[src/tsm_pkg.sv]
// ----------------------------------------------------------------------------
// Traction speed model package
// Shared constants, state codes and the serial operation sequence.
// ----------------------------------------------------------------------------
package tsm_pkg;

  localparam int unsigned SPINUP_RESET = 256;
  localparam int unsigned DRAG_RESET = 16;
  localparam int unsigned ROLLING_RESET = 26;
  localparam int unsigned BRAKE_RESET = 64;
  localparam int unsigned DRIVE_RESET = 256;
  localparam int unsigned SMOKE_THR_RESET = 256;
  localparam int unsigned SMOKE_WORK_RESET = 256;
  localparam int unsigned SMOKE_ACC_RESET = 2560;

  localparam int LEVEL_MAX = 25600;
  localparam int CREEP_LIMIT = 128;

  // Width of the serial multiplier's multiplier (b) operand.
  localparam int MUL_W = 32;

  typedef enum logic [3:0] {
    REG_SPINUP    = 4'd0,
    REG_DRAG      = 4'd1,
    REG_ROLLING   = 4'd2,
    REG_BRAKE     = 4'd3,
    REG_DRIVE     = 4'd4,
    REG_SMOKE_THR = 4'd5,
    REG_SMOKE_WRK = 4'd6,
    REG_SMOKE_ACC = 4'd7
  } reg_idx_t;

  typedef enum logic [6:0] {
    ST_IDLE = 7'b0000001,
    ST_MUL  = 7'b0000010,
    ST_SQRT = 7'b0000100,
    ST_NEXT = 7'b0001000,
    ST_FIN  = 7'b0010000,
    ST_OUT  = 7'b0100000,
    ST_PREP = 7'b1000000
  } state_t;

  // Serial operations of one tick, in order.
  typedef enum logic [2:0] {
    OP_SQ    = 3'd0,
    OP_AIR   = 3'd1,
    OP_BRAKE = 3'd2,
    OP_ROOT  = 3'd3,
    OP_DRIVE = 3'd4,
    OP_STHR  = 3'd5,
    OP_SWRK  = 3'd6,
    OP_SACC  = 3'd7
  } op_t;

endpackage

[src/traction_speed_model_step.sv]
// ----------------------------------------------------------------------------
// Traction speed model step
// Engine rpm, drag, drive and smoke of one physics tick per transaction.
// ----------------------------------------------------------------------------
// An engine switch transaction (action 0) goes from input acceptance straight
// to ST_OUT. A physics tick passes through ST_PREP and the serial operations
// before the result is valid. One bit-serial shift-add multiplier works through
// seven products. Each product is loaded in ST_NEXT, shifted and added in ST_MUL
// and finished in ST_FIN. A restoring square root unit takes two radicand bits
// per cycle. With the engine off the three smoke products are skipped, and with
// the throttle at or below rpm the throttle smoke product is skipped. Each tick
// runs to completion before the next transaction is taken. The result register
// holds the state after the transaction until the output side takes it. Input
// is stalled while a result waits.
module traction_speed_model_step
  import tsm_pkg::*;
(
  input  logic               clk,
  input  logic               rst,
  input  logic               in_valid,
  output logic               in_stall,
  input  logic               action,
  input  logic               engine_request,
  input  logic               master_switch,
  input  logic [14:0]        throttle,
  input  logic [14:0]        brake,
  input  logic signed [1:0]  reverser,
  output logic               out_valid,
  input  logic               out_stall,
  output logic signed [15:0] speed_out,
  output logic [14:0]        rpm_out,
  output logic [14:0]        smoke_out,
  output logic               engine_running,
  input  logic               cfg_we,
  input  logic [3:0]         cfg_index,
  input  logic [15:0]        cfg_data
);

  logic [14:0] spinup_step, rolling_step;
  logic [15:0] drag_coeff, brake_coeff, drive_coeff;
  logic [15:0] smoke_throttle_coeff, smoke_work_coeff, smoke_accel_coeff;

  always_ff @(posedge clk) begin
    if (rst) begin
      spinup_step <= 15'(SPINUP_RESET);
      drag_coeff <= 16'(DRAG_RESET);
      rolling_step <= 15'(ROLLING_RESET);
      brake_coeff <= 16'(BRAKE_RESET);
      drive_coeff <= 16'(DRIVE_RESET);
      smoke_throttle_coeff <= 16'(SMOKE_THR_RESET);
      smoke_work_coeff <= 16'(SMOKE_WORK_RESET);
      smoke_accel_coeff <= 16'(SMOKE_ACC_RESET);
    end else if (cfg_we) begin
      unique case (cfg_index)
        REG_SPINUP:    spinup_step <= cfg_data[14:0];
        REG_DRAG:      drag_coeff <= cfg_data;
        REG_ROLLING:   rolling_step <= cfg_data[14:0];
        REG_BRAKE:     brake_coeff <= cfg_data;
        REG_DRIVE:     drive_coeff <= cfg_data;
        REG_SMOKE_THR: smoke_throttle_coeff <= cfg_data;
        REG_SMOKE_WRK: smoke_work_coeff <= cfg_data;
        REG_SMOKE_ACC: smoke_accel_coeff <= cfg_data;
        default: ;
      endcase
    end
  end

  // Architectural state.
  logic              engine_flag;
  logic [14:0]       rpm_level;
  logic signed [15:0] speed_level, prior_speed;
  logic [14:0]       smoke_level;

  state_t state;
  op_t    op;

  // Latched tick inputs.
  logic              t_master;
  logic [14:0]       t_throttle, t_brake;
  logic signed [1:0] t_rev;

  // Working values.
  logic signed [16:0] spd;     // speed after drag, later after drive
  logic [15:0]        mag;     // |speed| before drag
  logic [31:0]        sq;      // speed squared
  logic [23:0]        res;     // accumulated resistance
  logic [11:0]        root;    // sqrt result
  logic [24:0]        smoke;   // accumulated smoke
  logic [15:0]        accel;   // speed increase

  // Bit-serial multiplier: multiplicand a, multiplier b shifted out LSB first.
  logic [47:0] m_a;
  logic [31:0] m_b;
  logic [47:0] m_acc;
  logic [4:0]  m_cnt;

  // Restoring square root, two bits per cycle.
  logic [23:0] r_v;
  logic [23:0] r_rem;
  logic [11:0] r_res;
  logic [3:0]  r_cnt;
  logic [25:0] r_trial;

  assign in_stall = (state != ST_IDLE) || out_valid;
  assign r_trial = {r_rem, r_v[23:22]} - {12'd0, r_res, 2'b01};

  // Next rpm is purely combinational on the latched inputs.
  logic signed [17:0] rpm_calc;
  always_comb begin
    rpm_calc = 18'($signed({3'd0, rpm_level}));
    if (engine_flag && t_master) begin
      if ({2'b0, rpm_level, 1'b0} + {3'd0, spinup_step} < {2'b0, t_throttle, 1'b0})
        rpm_calc = rpm_calc + 18'($signed({3'd0, spinup_step}));
      else if ({2'b0, rpm_level, 1'b0} > {2'b0, t_throttle, 1'b0} + {3'd0, spinup_step})
        rpm_calc = rpm_calc - 18'($signed({3'd0, spinup_step}));
    end else begin
      rpm_calc = rpm_calc - 18'($signed({3'd0, spinup_step}));
    end
  end

  // Operand selection for each serial product.
  logic [47:0] op_a;
  logic [31:0] op_b;
  always_comb begin
    op_a = '0;
    op_b = '0;
    unique case (op)
      OP_SQ:    begin op_a = {32'd0, mag}; op_b = {16'd0, mag}; end
      OP_AIR:   begin op_a = {16'd0, sq}; op_b = {16'd0, drag_coeff}; end
      OP_BRAKE: begin op_a = {33'd0, t_brake}; op_b = {16'd0, brake_coeff}; end
      OP_DRIVE: begin op_a = {36'd0, root}; op_b = {16'd0, drive_coeff}; end
      OP_STHR:  begin
        op_a = {33'd0, t_throttle - rpm_level};
        op_b = {16'd0, smoke_throttle_coeff};
      end
      OP_SWRK:  begin op_a = {36'd0, root}; op_b = {16'd0, smoke_work_coeff}; end
      OP_SACC:  begin op_a = {32'd0, accel}; op_b = {16'd0, smoke_accel_coeff}; end
      default:  ;
    endcase
  end

  logic signed [16:0] lim;
  assign lim = 17'sd128;

  always_ff @(posedge clk) begin
    if (rst) begin
      state <= ST_IDLE;
      out_valid <= 1'b0;
      engine_flag <= 1'b0;
      rpm_level <= '0;
      speed_level <= '0;
      prior_speed <= '0;
      smoke_level <= '0;
      op <= OP_SQ;
    end else begin
      if (out_valid && !out_stall) out_valid <= 1'b0;
      unique case (state)
        ST_IDLE: begin
          if (in_valid && !in_stall) begin
            if (!action) begin
              if (master_switch) engine_flag <= engine_request;
              state <= ST_OUT;
            end else begin
              t_master <= master_switch;
              t_throttle <= throttle;
              t_brake <= brake;
              t_rev <= (reverser == 2'sb10) ? -2'sd1 : reverser;
              state <= ST_PREP;
            end
          end
        end
        ST_PREP: begin
          if (!t_master) engine_flag <= 1'b0;
          if (rpm_calc < 0) rpm_level <= '0;
          else if (rpm_calc > 18'sd25600) rpm_level <= 15'(LEVEL_MAX);
          else rpm_level <= rpm_calc[14:0];
          mag <= speed_level[15] ? 16'(-speed_level) : 16'(speed_level);
          spd <= 17'(speed_level);
          res <= {9'd0, rolling_step};
          smoke <= '0;
          op <= OP_SQ;
          state <= ST_NEXT;
        end
        ST_NEXT: begin
          // Load the unit for the current operation.
          if (op == OP_ROOT) begin
            r_v <= {1'b0, rpm_level, 8'd0};
            r_rem <= '0;
            r_res <= '0;
            r_cnt <= '0;
            state <= ST_SQRT;
          end else begin
            m_a <= op_a;
            m_b <= op_b;
            m_acc <= '0;
            m_cnt <= '0;
            state <= ST_MUL;
          end
        end
        ST_MUL: begin
          if (m_b[0]) m_acc <= m_acc + m_a;
          m_a <= {m_a[46:0], 1'b0};
          m_b <= {1'b0, m_b[31:1]};
          m_cnt <= m_cnt + 5'd1;
          if (m_cnt == 5'd31) state <= ST_FIN;
        end
        ST_SQRT: begin
          if (!r_trial[25]) begin
            r_rem <= r_trial[23:0];
            r_res <= {r_res[10:0], 1'b1};
          end else begin
            r_rem <= {r_rem[21:0], r_v[23:22]};
            r_res <= {r_res[10:0], 1'b0};
          end
          r_v <= {r_v[21:0], 2'b00};
          r_cnt <= r_cnt + 4'd1;
          if (r_cnt == 4'd11) state <= ST_FIN;
        end
        ST_FIN: begin
          op_t    op_nx;
          state_t st_nx;
          op_nx = op_t'(op + 3'd1);
          st_nx = ST_NEXT;
          unique case (op)
            OP_SQ:    sq <= m_acc[31:0];
            OP_AIR:   res <= res + m_acc[47:24];
            OP_BRAKE: begin
              // Apply drag, never crossing zero.
              logic [23:0] r;
              r = res + 24'(m_acc[47:16]);
              if ({8'd0, mag} > r)
                spd <= speed_level[15] ? spd + 17'(r) : spd - 17'(r);
              else
                spd <= '0;
            end
            OP_ROOT:  root <= r_res;
            OP_DRIVE: begin
              logic signed [21:0] s;
              logic signed [21:0] d;
              d = 22'($signed({1'b0, m_acc[28:8]}));
              s = 22'(spd);
              if (t_master && rpm_level != 0 &&
                  ((t_rev == 2'sd1 && spd > 0) || (t_rev == -2'sd1 && spd < 0) ||
                   (spd < lim && spd > -lim))) begin
                if (t_rev == 2'sd1) s = s + d;
                else if (t_rev == -2'sd1) s = s - d;
              end
              if (s > 22'sd25600) s = 22'sd25600;
              else if (s < -22'sd25600) s = -22'sd25600;
              spd <= s[16:0];
              speed_level <= s[15:0];
              accel <= (s > 22'(prior_speed)) ? 16'(s - 22'(prior_speed)) : 16'd0;
              if (!engine_flag) begin
                smoke_level <= '0;
                prior_speed <= s[15:0];
                st_nx = ST_OUT;
              end else if (t_throttle <= rpm_level) begin
                op_nx = OP_SWRK;
              end
            end
            OP_STHR:  smoke <= smoke + m_acc[32:8];
            OP_SWRK:  smoke <= smoke + m_acc[32:8];
            OP_SACC:  begin
              logic [33:0] t;
              t = {9'd0, smoke} + {1'b0, m_acc[40:8]};
              smoke_level <= (t > 34'd25600) ? 15'(LEVEL_MAX) : t[14:0];
              prior_speed <= speed_level;
              st_nx = ST_OUT;
            end
            default: ;
          endcase
          op <= op_nx;
          state <= st_nx;
        end
        ST_OUT: begin
          out_valid <= 1'b1;
          state <= ST_IDLE;
        end
        default: state <= ST_IDLE;
      endcase
    end
  end

  assign speed_out = speed_level;
  assign rpm_out = rpm_level;
  assign smoke_out = smoke_level;
  assign engine_running = engine_flag;

  a_rpm_range: assert property (@(posedge clk) disable iff (rst)
    rpm_level <= 15'(LEVEL_MAX)) else $error("rpm out of range");
  a_speed_range: assert property (@(posedge clk) disable iff (rst)
    speed_level <= 16'sd25600 && speed_level >= -16'sd25600)
    else $error("speed out of range");
  a_no_accept_busy: assert property (@(posedge clk) disable iff (rst)
    state != ST_IDLE |-> in_stall) else $error("input taken while busy");
  a_out_hold: assert property (@(posedge clk) disable iff (rst)
    out_valid && out_stall |=> out_valid && $stable(speed_out) && $stable(smoke_out))
    else $error("result changed while stalled");

endmodule
[config.mk]
export PLATFORM = sky130hd
export DESIGN_NAME = traction_speed_model_step
export DESIGN_NICKNAME = d
export VERILOG_FILES = /design/src/tsm_pkg.sv /design/src/traction_speed_model_step.sv
export SDC_FILE = /design/constraint.sdc
export NUM_CORES = 2
export LEC_CHECK = 0
export ABC_AREA = 1
export BUFFER_PORTS_ARGS = -buffer_cell sky130_fd_sc_hd__clkbuf_2
export CORE_ASPECT_RATIO = 0.5
export CORE_MARGIN = 5
export CORE_UTILIZATION = 25
export CTS_CLUSTER_DIAMETER = 200
export DETAILED_ROUTE_END_ITERATION = 10
export PLACE_DENSITY_LB_ADDON = 0.2
export RECOVER_POWER = 50
export SYNTH_ARGS = -nofsm -noshare
export SYNTH_HDL_FRONTEND = slang
export SYNTH_SLANG_ARGS = --single-unit
[constraint.sdc]
create_clock -name clk -period 20 [get_ports clk]
set_input_delay 2 -clock clk [delete_from_list [all_inputs] [get_ports clk]]
set_output_delay 2 -clock clk [all_outputs]
set_load 0.1 [all_outputs]
### After elaboration in Yosys (flattened, before gate mapping)

Cells that the tools add are included.

| operators by class | value |
|---|---|
| add/sub/neg operators | 20 |
| magnitude comparators | 14 |
| equality and inequality tests | 40 |
| multiplexer cells | 70 |
| bitwise operators | 1 |
| reductions and logical operators | 47 |

Operator list:

| operator | count |
|---|---|
| 22-bit two-way mux | 11 |
| 32-bit case mux with 6 select lines | 1 |
| 48-bit case mux with 2 select lines | 2 |
| 48-bit two-way mux | 3 |
| 24-bit case mux with 2 select lines | 3 |
| 16-bit case mux with 7 select lines | 1 |
| 24-bit two-way mux | 4 |
| 15-bit two-way mux | 5 |
| 17-bit case mux with 2 select lines | 2 |
| 32-bit case mux with 2 select lines | 1 |
| 18-bit two-way mux | 3 |
| 25-bit case mux with 2 select lines | 1 |
| 24-bit adder | 2 |
| 48-bit adder | 1 |
| 7-bit case mux with 6 select lines | 1 |
| 16-bit by 15-bit adder with 17-bit output | 2 |
| 25-bit by 33-bit adder with 34-bit output | 1 |
| 34-bit by 15-bit > comparator with 1-bit output, second input constant | 1 |
| 17-bit two-way mux | 2 |
| 32-bit two-way mux | 1 |
| 16-bit case mux with 2 select lines | 1 |
| 15-bit case mux with 2 select lines | 1 |
| 3-bit AND reduction | 10 |
| 7-bit two-way mux | 4 |
| other kinds (74) | 128 |

| storage, ports and cells | value |
|---|---|
| flip-flop bits (word level) | 572 |
| bits of input ports | 60 |
| logic and storage cells | 228 |

### Depth between registers and ports, before layout

| logic depth | value |
|---|---|
| depth in word-level cells | 17 |
| gate-level depth with buffers | 42 |

### Worst setup path before layout

Ideal clock, no wire load.

| timing path | value |
|---|---|
| path type | input to register |
| start point | input rst |
| end point | register m_acc[0], enable pin |
| library setup time | 0.409 ns |
| arrival | 7.127 ns |
| path slack | 12.465 ns |
| stages on the path | 4 |
| path buffers | 2 |
| cell sequence | clkbuf_1 -> clkbuf_1 -> a21oi_1 -> o21a_1 |

| on the way | value |
|---|---|
| cells in the longest elaborated chain, start to end | 2 |

RTL lines:

| element | RTL line | RTL |
|---|---|---|
| start, declared | traction_speed_model_step.sv:19 | `input logic rst,` |
| 1-bit NOT (no line) | -- |  |
| 4-bit AND reduction (no line) | -- |  |
| end signal, assigned | traction_speed_model_step.sv:201 | `if (m_b[0]) m_acc <= m_acc + m_a;` |
| end, declared | traction_speed_model_step.sv:94 | `logic [47:0] m_acc;` |

Every way passes these cells.
A chain may end at the register's enable or synchronous reset.

==> run_results.csv <==
group,metric,value,unit
status,outcome,"complete, but fails checks",
status,failed_checks,"capacitance limit, slew limit",
logic_synthesis,avgSynthCellArea,7.45,sq um
floorplanning,dieWidth,572,um
floorplanning,die_h,291,um
logic_synthesis,ys_ff_latch,548,
clock_network,cts_tree,"built",
logic_synthesis,syn_area,39500,sq um
floorplanning,initial_utilization,25.1,%
logic_synthesis,synthArstFlopShare,0,%
clock_network,clock_latency,0.65,ns
timing,maxSlewHeadroom,-190,%
floorplanning,io_pins,109,
critical_path,critPathMaxFanout,100,
drt,ant_nets,0,
logic_synthesis,synth-edff-count,348,
floorplanning,die_area,166000,sq um
critical_path,criticalPathCategory,"input pin to register",
final_layout,finalInstanceArea,44500,sq um
timing,worstMarginPinSlew,4.35,ns
logic_synthesis,synthFlopType,"edfxtp_1",
final_layout,drive_gt1_share,5.43,%
placed_design,dp.final_hpwl,117,mm
final_layout,final_net_count,5762,
placed_design,place_area,42400,sq um
logic_synthesis,ys_types,64,
timing,max_freq,137,MHz
drt,wire_per_inst,20.1,um
floorplanning,rows,103,
logic_synthesis,syn_inst,5294,
timing,slew_violations,561,
floorplanning,core,157000,sq um
final_layout,antenna_cells,0,
placed_design,place.port_buffers,108,
flow_run,maxCapViolCount,11,
power_and_ir_drop,leakagePower,19.3,nW
clock_network,cts_buffer_depth,3,
power_and_ir_drop,report.power.total,2.83,mW
clock_network,cts_made_buffers,66,
drt,vias,36000,
drt,drtIter0Drc,2896,
clock_network,hold_buffers,0,
critical_path,cp-end-kind,"register",
timing,setup-violations-final,0,
logic_synthesis,yosysWarnings,0,
power_and_ir_drop,irDropWorstVdd,0.0557,mV
drt,vias_per_cell,4.80,
clock_network,postCtsSetupBuffers,0,
clock_network,cts_sinks,548,
final_layout,fin_util,28.3,%
timing,hold_viol,0,
critical_path,arrival,7.89,ns
drt,dr.pass1.iters,5,
grt,grt_max_degree,101,
drt,drcViolationCount,0,
critical_path,reg2reg_slack,13.12,ns
clock_network,ctsResizeCount,0,
placed_design,place_congestion,0.892,
critical_path,worst_setup_path_start_kind,"input pin",
grt,track_usage,17.6,%
grt,grt_pass1_vias,34400,
drt,drt_wl_total,151,mm
logic_synthesis,synth_nets,5708,
worst_hold_path,hold_path.class,"register to register",
clock_network,path_clk_slew,0.06,ns
power_and_ir_drop,power_density,63.5,nW/um^2
clock_network,h-tree-depth,3,
grt,antenna_found_initial,3,
timing,fin_crit_sh,36.6,%
timing,grt_setup_unrepaired,"false",
grt,grt_pass1_wl,224,mm
clock_network,cts_root_buffer,"clkbuf_16",
logic_synthesis,ys_seq_area_share,36.6,%
timing,skew,0.0281,ns
timing,fin_crit,7.32,ns
final_layout,fill_cells,17300,
final_layout,syn_to_final_growth,12.7,%
timing,tns,0,ns
critical_path,required,20.57,ns
grt,grt_overflow,0,
[routing by layer]
metal	vias up	share of wire (%)	GRT usage (%)
met5	-	0	0
met4	0	2.1	3.66
met3	138	4.7	2.12
met2	819	44	27.8
met1	17000	49	25.7
li1	18000	-	-
[stage by stage]
| stage | setup WS, ns | std cells | hold WS, ns |
|---|---|---|---|
| 2_1_floorplan | 12.46 | 5294 | 0.425 |
| 3_3_place_gp | 13.22 | 7380 | 0.436 |
| 3_5_place_dp | 13.16 | 7380 | 0.442 |
| 4_1_cts | 13.16 | 7499 | 0.452 |
| 5_1_grt | 12.05 | 7499 | 0.468 |
| 6_report | 12.68 | 7499 | 0.455 |
[placed cells by master, fill, tap and decap left out, types with 17 or more instances in the layout]
| cell | synthesis | layout |
|---|---|---|
| nand2_1 | 1049 | 1048 |
| inv_1 | 631 | 631 |
| nor2_1 | 626 | 621 |
| a21oi_1 | 519 | 517 |
| o21ai_0 | 365 | 367 |
| edfxtp_1 | 348 | 348 |
| ha_1 | 341 | 341 |
| nand3_1 | 322 | 322 |
| dfxtp_1 | 200 | 200 |
| xor2_1 | 129 | 129 |
| clkbuf_2 | 1 | 89 |
| nand4_1 | 76 | 76 |
| nor3_1 | 74 | 74 |
| clkbuf_16 | 0 | 71 |
| clkbuf_1 | 113 | 50 |
| a31oi_1 | 37 | 36 |
| o21ai_1 | 33 | 31 |
| xnor2_1 | 31 | 31 |
| buf_4 | 7 | 28 |
| inv_2 | 24 | 24 |
| o211ai_1 | 24 | 24 |
| a221oi_1 | 24 | 24 |
| o21bai_1 | 22 | 22 |
| o21a_1 | 23 | 22 |
| a21o_1 | 21 | 21 |
| a22o_1 | 17 | 17 |
[worst max-delay path, cell delays in order]
cell and delay (ns):
clkbuf_1 0.99, inv_1 1.15, clkbuf_1 2.91, o21ai_0 0.46, nor2_1 0.22
[cell usage after synthesis (all sizes together), types with 15 or more instances]
cell | count | area, sq um
o211ai | 24 | 180
nor2 | 632 | 2400
nand2 | 1056 | 3990
a211oi | 16 | 120
nand3b | 15 | 113
a22o | 17 | 149
buf | 54 | 280
ha | 341 | 4270
o21bai | 23 | 176
a31oi | 37 | 231
clkbuf | 114 | 429
a21boi | 16 | 120
nor3 | 75 | 387
o21ai | 401 | 2020
o21a | 23 | 173
a21oi | 523 | 2640
nand3 | 323 | 1620
edfxtp | 348 | 10500
a21o | 21 | 158
or2 | 18 | 113
inv | 655 | 2460
nand4 | 77 | 488
a221oi | 24 | 210
dfxtp | 200 | 4000
xor2 | 129 | 1130
xnor2 | 31 | 272
[sequential cells by signal (all words and copies together), names as in the netlist, 17 cells and up]
signal and cells:
m_a 48, smoke 25, sq 32, r_rem 24
m_acc 48, res 24, spd 17
[where the power goes]
| part | leakage (nW) | switching (mW) | internal [mW] |
|---|---|---|---|
| Combinational | 13.4 | 0.221 | 0.0866 |
| Sequential | 4.86 | 0.0252 | 1.22 |
| Clock | 1.10 | 0.531 | 0.741 |
[path summary, 6_finish.rpt]
check / cells after the start / to / from
min reg2reg: 0 / root[6]$_DFFE_PP_ / r_res[6]$_SDFFCE_PP0P_
max reg2reg: 32 / accel[3]$_SDFFCE_PP0P_ / spd[4]$_DFFE_PP_
min: 0 / root[6]$_DFFE_PP_ / r_res[6]$_SDFFCE_PP0P_
max: 5 / drive_coeff[1]$_SDFFE_PP0P_ / rst
[kinds of logic (layout without fill, tap and decap cells)]
logic type,Yosys count,in the layout,synth area share (%)
adders and majority gates,354,354,11.5
AOI/OAI and AO/OA,1178,1178,16.7
DFF,548,548,36.6
buffers and inverters,833,938,8.12
xor gates and xnor gates,160,160,3.55
and+or+nand+nor,2221,2221,23.5
[layout make-up]
type / count / area, sq um / share of cell area [%]
Clock inverter: 28 / 297 / 0.667
Sequential cell: 548 / 14500 / 32.5
Inverter: 665 / 2500 / 5.61
Tap cell: 2100 / 2630 / 5.91
Clock buffer: 91 / 1920 / 4.32
Timing Repair Buffer: 154 / 795 / 1.79
Multi-Input combinational cell: 3913 / 21900 / 49.2
(Power assumes the default switching activity.)
